## src/hdl/assert_macros.svh

```systemverilog
// Assertion macros used by the RTL top level.
`ifndef ASSERT_MACROS_SVH
`define ASSERT_MACROS_SVH

// A condition that must hold at every clock edge out of reset.
`define ASSERT_ALWAYS(lbl, clk, rstn, expr, msg) \
    lbl: assert property (@(posedge clk) disable iff (!(rstn)) (expr)) else $error(msg);

// An implication checked at every clock edge out of reset.
`define ASSERT_IMPLIES(lbl, clk, rstn, ante, cons, msg) \
    lbl: assert property (@(posedge clk) disable iff (!(rstn)) (ante) |-> (cons)) else $error(msg);

// A condition whose consequence must hold in the next cycle.
`define ASSERT_NEXT(lbl, clk, rstn, ante, cons, msg) \
    lbl: assert property (@(posedge clk) disable iff (!(rstn)) (ante) |=> (cons)) else $error(msg);

`endif

```

## src/hdl/hbp_div.sv

```systemverilog
// Pipelined restoring divider giving a saturated magnitude quotient and sign info.
module hbp_div #(
    parameter int NW = 52,
    parameter int QB = 13
) (
    input  logic                 clk,
    input  logic                 en,
    input  logic signed [NW-1:0] num,
    input  logic signed [NW-1:0] den,
    output logic [QB-1:0]        quo,
    output logic                 rem_nz,
    output logic                 neg,
    output logic                 den_zero
);
    localparam int CW = NW + QB;

    logic [NW-1:0] nmag0_reg;
    logic [NW-1:0] dmag0_reg;
    logic          neg0_reg;
    logic          dz0_reg;

    logic [NW-1:0] rem_reg [0:QB];
    logic [NW-1:0] dm_reg  [0:QB];
    logic [QB-1:0] q_reg   [0:QB];
    logic          neg_reg [0:QB];
    logic          dz_reg  [0:QB];
    logic          sat_reg [0:QB];

    // Magnitudes and the sign of the quotient.
    always_ff @(posedge clk)
    begin
        if (en)
        begin
            nmag0_reg <= num[NW-1] ? NW'(-num) : NW'(num);
            dmag0_reg <= den[NW-1] ? NW'(-den) : NW'(den);
            neg0_reg  <= num[NW-1] ^ den[NW-1];
            dz0_reg   <= (den == '0);
        end
    end

    // Saturation check: the quotient does not fit in QB bits.
    always_ff @(posedge clk)
    begin
        if (en)
        begin
            rem_reg[0] <= nmag0_reg;
            dm_reg[0]  <= dmag0_reg;
            q_reg[0]   <= '0;
            neg_reg[0] <= neg0_reg;
            dz_reg[0]  <= dz0_reg;
            sat_reg[0] <= {{QB{1'b0}}, nmag0_reg} >= {dmag0_reg, {QB{1'b0}}};
        end
    end

    // One quotient bit per stage, most significant first.
    for (genvar s = 0; s < QB; s++)
    begin : g_step
        localparam int B = QB - 1 - s;
        logic [CW-1:0] dsh;
        logic          take;

        assign dsh  = {{QB{1'b0}}, dm_reg[s]} << B;
        assign take = {{QB{1'b0}}, rem_reg[s]} >= dsh;

        always_ff @(posedge clk)
        begin
            if (en)
            begin
                rem_reg[s+1] <= take ? NW'({{QB{1'b0}}, rem_reg[s]} - dsh) : rem_reg[s];
                q_reg[s+1]   <= q_reg[s] | (take ? (QB'(1) << B) : '0);
                dm_reg[s+1]  <= dm_reg[s];
                neg_reg[s+1] <= neg_reg[s];
                dz_reg[s+1]  <= dz_reg[s];
                sat_reg[s+1] <= sat_reg[s];
            end
        end
    end

    assign quo      = sat_reg[QB] ? '1 : q_reg[QB];
    assign rem_nz   = sat_reg[QB] | (rem_reg[QB] != '0);
    assign neg      = neg_reg[QB];
    assign den_zero = dz_reg[QB];

endmodule

```

## config.mk

```make
export PLATFORM = sky130hd
export DESIGN_NAME = hbp_div
export DESIGN_NICKNAME = d
export VERILOG_FILES = /design/src/hdl/assert_macros.svh /design/src/hdl/hbp_div.sv
export SDC_FILE = /design/constraint.sdc
export NUM_CORES = 2
export LEC_CHECK = 0
export BUFFER_PORTS_ARGS = -buffer_cell sky130_fd_sc_hd__clkbuf_2
export CAP_MARGIN = 5
export CORE_ASPECT_RATIO = 0.8
export CORE_UTILIZATION = 57
export DETAILED_ROUTE_END_ITERATION = 10
export PLACE_DENSITY = 0.84
export SLEW_MARGIN = 20
export SYNTH_ARGS = -nofsm -noshare
export SYNTH_HDL_FRONTEND = slang
export SYNTH_SLANG_ARGS = --single-unit
```

## constraint.sdc

```tcl
create_clock -name clk -period 8.9 [get_ports clk]
set_clock_uncertainty 0.2 [all_clocks]
set_input_delay 0.445 -clock clk [delete_from_list [all_inputs] [get_ports clk]]
set_output_delay 0.445 -clock clk [all_outputs]
set_load 0.02 [all_outputs]
```

Word-level counts from Yosys, hierarchy flattened
Memories as Yosys holds them, arrays and structs flattened.
Index checks and enable logic that the tools add are counted.
Cells by class
  add/sub/neg operators: 15
  multipliers: 0
  div/mod/pow operators: 0
  magnitude comparators: 14
  eq/ne operators: 0
  shift operators: 0
  mux-type cells: 31
  bitwise gates (word level): 15
  reduce and logical (&&, ||, !) cells: 2
Operator list (number)
  52-bit 2-to-1 mux: 13
  52-bit subtractor: 13
  52-bit negator: 2
  51-bit 2-to-1 mux: 2
  52-bit by 65-bit >= comparator with 1-bit output: 1
  52-bit by 64-bit >= comparator with 1-bit output: 1
  52-bit by 63-bit >= comparator with 1-bit output: 1
  52-bit by 62-bit >= comparator with 1-bit output: 1
  52-bit by 61-bit >= comparator with 1-bit output: 1
  52-bit by 60-bit >= comparator with 1-bit output: 1
  52-bit by 59-bit >= comparator with 1-bit output: 1
  52-bit by 58-bit >= comparator with 1-bit output: 1
  52-bit by 57-bit >= comparator with 1-bit output: 1
  52-bit by 56-bit >= comparator with 1-bit output: 1
  52-bit by 55-bit >= comparator with 1-bit output: 1
  52-bit by 54-bit >= comparator with 1-bit output: 1
  52-bit by 53-bit >= comparator with 1-bit output: 1
  52-bit >= comparator: 1
  52-bit logical NOT: 1
  52-bit nonzero test: 1
  13-bit 2-to-1 mux: 2
  13-bit by 1-bit OR with 13-bit output: 1
  13-bit by 10-bit OR with 13-bit output: 1
  13-bit by 11-bit OR with 13-bit output: 1
  24 further kinds: 26
Storage, ports and cells
  register bits after elaboration: 106
  latch bits: 0
  memory bits (writable): 1680
  memory bits (read-only): 0
  input port bits: 106
  output and inout port bits: 16
  word-level logic and storage cells: 89
  memories kept: 6
Memories
  dm_reg: words 14, bits a word 52, read ports 13, clocked after Yosys merged registers in 0, write ports 14, line hbp_div.sv:23  | logic [NW-1:0] dm_reg [0:QB];
  rem_reg: words 14, bits a word 52, read ports 14, clocked after Yosys merged registers in 0, write ports 14, line hbp_div.sv:22  | logic [NW-1:0] rem_reg [0:QB];
  q_reg: words 14, bits a word 13, read ports 14, clocked after Yosys merged registers in 0, write ports 14, line hbp_div.sv:24  | logic [QB-1:0] q_reg [0:QB];
  dz_reg: words 14, bits a word 1, read ports 14, clocked after Yosys merged registers in 0, write ports 14, line hbp_div.sv:26  | logic dz_reg [0:QB];
  neg_reg: words 14, bits a word 1, read ports 14, clocked after Yosys merged registers in 0, write ports 14, line hbp_div.sv:25  | logic neg_reg [0:QB];
  sat_reg: words 14, bits a word 1, read ports 14, clocked after Yosys merged registers in 0, write ports 14, line hbp_div.sv:27  | logic sat_reg [0:QB];

Depth between registers and ports, before layout
An unclocked memory read counts as a cell.
  word-level depth: 4
  depth in mapped cells: 18

Worst setup path before layout
No wires, ideal clock.
  path type: input to register
  start: in den[13]
  end: reg dmag0_reg[47], data pin
  arrival time: 4.130 ns
  setup slack: 4.311 ns
  cell stages on the path: 11
  path buffers: 1
  cell sequence: or3_1 > or3_1 > or3_1 > or3_1 > or4_4 > or4_1 > or4_1 > buf_2 > or4_4 > o31ai_2 > xnor2_1
Between the ends
  word-level cells in the longest chain between the ends: 2
Ends and longest elaborated chain
  from (decl): line hbp_div.sv:9  | input logic signed [NW-1:0] den,
  52-bit negator: line hbp_div.sv:35  | dmag0_reg <= den[NW-1] ? NW'(-den) : NW'(den);
  51-bit 2-to-1 mux: line hbp_div.sv:35
  to (signal assigned): line hbp_div.sv:35
  to (decl): line hbp_div.sv:18  | logic [NW-1:0] dmag0_reg;
Every way passes these cells.
A chain may end at the register's enable or synchronous reset.

==> results by group <==
Floorplanning
  – DIE AREA: 166000 sq um
  – Num rows: about 130
  – IO Pins: between 100 and 150
  – Die Span Y: between 300 and 400 um
  – Core area: 163000 sq um
  – Chip width: 455 um
  – Starting Density: 57.7%

Timing
  – Final hold viol count: 0
  – RSZ-0062 raised after global routing: no
  – Setup-failing EPs final: 0
  – TNS Setup: 0 ns
  – Max_slew headroom: 24.3%
  – Min cycle time layout: between 5 and 6 ns
  – Worst-Margin Slew: 1.13 ns
  – Slew Viols, Final: 0
  – Fmax: 173 MHz
  – Final period utilization: about two thirds

Critical path
  – CP Buf/Inv Count: 3
  – CP top delay family: compound AO/OA/AOI/OAI gates
  – Crit path top cell by count: inv_1
  – Critical Path Source Type: flip-flop
  – CP required: around 9.2 ns
  – CP arrival: just over 6 ns
  – CP max FO: 30
  – CP max-delay cell: a31oi_1
  – Critical path type: reg -> reg
  – Slowest stage delay, CP: 0.68 ns
  – Crit path cell chain: inv_1, ha_1, inv_1, fa_1, a211oi_1, o21ai_0, a211o_1, a31oi_1, o21ai_0, a31oi_1, o22ai_1, o21a_1, o21ai_4, inv_1, nand2_1, nand2_1
  – Crit path capture type: flip-flop

Clocking
  – CTS sink count: 1643
  – CTS tree: done
  – Number of cells upsized or downsized after cts: 0
  – H-Tree Level Count: 4
  – Clk slew on worst S/H paths: around 0.060 ns
  – Clock Tree Root: clkbuf_16
  – CTS Buf Count: about 160
  – Worst skew pair latency: between 0.8 and 0.9 ns
  – Worst-case clock buffer depth: 3

Finish
  – # nets final: around 9500
  – Share of layout cells above drive strength 1: 7.77%
  – Final Cell Area: 103000 sq um
  – Max FFs per register: 728
  – Fill cells: 12098
  – Post-route insts no fill: between 10000 and 15000
  – Area Growth Syn to Fin: 10.4%

Synthesis
  – Top cells by area, synth: edfxtp_1, ha_1, xnor2_1
  – Synth top area share: a little over half
  – Post-synth top cells: edfxtp_1, inv_1, nand2_1, o21ai_0, a21oi_1
  – Primary FF master, synth: edfxtp_1
  – Sequential cell area fraction in the yosys report: between 50% and 60%
  – Yosys Warn Count: 0
  – Count leader, synth: edfxtp_1
  – Mapped Area: approximately 94000 sq um
  – Net count after synthesis: between 9000 and 10000
  – Post-synth top area cell: edfxtp_1
  – FFs w/ async S/R, synth: 0%
  – Post-synth cell types: approximately 80
  – Post-synth EDFFs: roughly 1600
  – Cells after Synth: between 8000 and 9000
  – Syn avg cell area: between 10 and 15 sq um
  – Seq cells post-synth: 1643

Min path
  – Min-Delay Path Class: reg -> reg

Detailed routing
  – Total number of vias: between 60000 and 70000
  – DRT Wirelength: 210 mm
  – Residual DRC count: 0
  – Detail Route Antenna Nets: 0
  – Via/cell ratio: just under 6
  – Wirelength per Cell: 19.1 um
  – First drt pass iteration count: 8
  – Initial drt markers: 5668

Power
  – Internal power: roughly 0.015 W
  – Psw: 0.00554 W
  – Pwr dens: around 200 nW/um^2
  – LEAKAGE: 42.8 nW
  – Clock Power Share: about a third
  – Sw frac: between 20% and 30%
  – Share of total power in combinational logic: a little under a fifth
  – VDD IR max: around 0.19 mV
  – Reg power frac: approximately 47%

GRT
  – Global-route wire length before repair: about 330 mm
  – Total gr overflow: 0
  – Total GRT Usage: between 20% and 30%
  – Initial antenna violation count: 6
  – Largest net degree at the start of global routing: between 150 and 200
  – Vias in the first global route: roughly 65000

Job
  – Max-cap viol count: 0

Placed design
  – Buffers added on ports: approximately 120
  – Placed insts: 10572
  – Post-DP Area: between 90000 and 100000 sq um
  – GP Congestion: 1.03
  – DP HPWL: 153 mm

Run status
  – Outcome: complete, no violations
worst paths after layout:
check	from	end	slack, ns	cells past startpoint
worst max-delay path	rem_reg[0][369]	rem_reg[1][6]	3.14	16
worst min-delay path	q_reg[1][58]	q_reg[1][71]	0.22	0
worst max register to register	rem_reg[0][369]	rem_reg[1][6]	3.14	16
worst min register to register	q_reg[1][58]	q_reg[1][71]	0.22	0
power by group through the flow:
| stage | Combinational, W | Sequential (W) | Clock [W] |
|---|---|---|---|
| final | 0.00388 | 0.00952 | 0.00684 |
| after global routing | 0.00427 | 0.00957 | 0.00727 |
| after CTS | 0.00380 | 0.00951 | 0.00696 |
| after detailed placement | 0.00369 | 0.00967 | 0 |
| after global placement | 0.00358 | 0.00966 | 0 |
| after floorplan | 0.00277 | 0.00951 | 0 |
metrics by stage:
step / hold WS, ns / util [%] / total power [W] / worst slack (ns)
2_1_floorplan: 0.200 / - / 0.0123 / 4.31
3_3_place_gp: 0.200 / 59.4 / 0.0132 / 3.35
3_5_place_dp: 0.205 / 59.4 / 0.0134 / 3.28
4_1_cts: 0.146 / 63.6 / 0.0203 / 3.25
5_1_grt: 0.192 / 63.6 / 0.0211 / 2.94
6_report: 0.215 / 63.7 / 0.0202 / 3.14
repair_timing:
item	CTS	global route
hold buffers	162	0
setup buffers	0	0
endpoints found under the hold margin	143	0
cells by family after synthesis:
logic type	count (synthesis)	share of synthesized area, %
flops	1643	52.6
mux	227	2.72
compound gates	2384	15.8
buf+inv	1066	4.28
xor+xnor	640	5.98
fa+ha+maj	652	8.81
simple gates	1916	9.75
area by class of cell:
| cell class | instances | area [sq um] | area share, % |
|---|---|---|---|
| flip-flops and latches | 1643 | 49300 | 47.7 |
| multi-input cells | 5819 | 40500 | 39.1 |
| clock buffers | 193 | 4210 | 4.07 |
| inverters | 805 | 3020 | 2.92 |
| well taps | 2144 | 2680 | 2.59 |
| repair buffers | 323 | 2630 | 2.54 |
| clock inverters | 99 | 1070 | 1.03 |
| diodes | 6 | 15.0 | 0.0145 |
layout by cell type (no fill, tap or decap), types with 73 or more instances in the layout:
master,instances
inv_1,805
nor2_1,350
ha_1,639
nor4_1,73
clkbuf_16,164
a21o_1,421
edfxtp_1,1643
nand4_1,141
o31ai_1,73
xor2_1,221
xnor2_1,419
a21oi_1,653
o21bai_1,105
dlygate4sd3_1,162
mux2_2,221
o21ai_0,685
clkbuf_2,120
nand2_1,762
nand3_1,135
per-layer routing:
metal  up-vias  share of wire [%]  track usage [%]
met1     30531                 41             29.5
met4         0                6.0             14.4
li1      31799                  -                -
met2      2334                 49             44.3
met3       614                4.5             3.18
met5         -                  0                0
No activity file was read; power rests on OpenSTA's default activity.
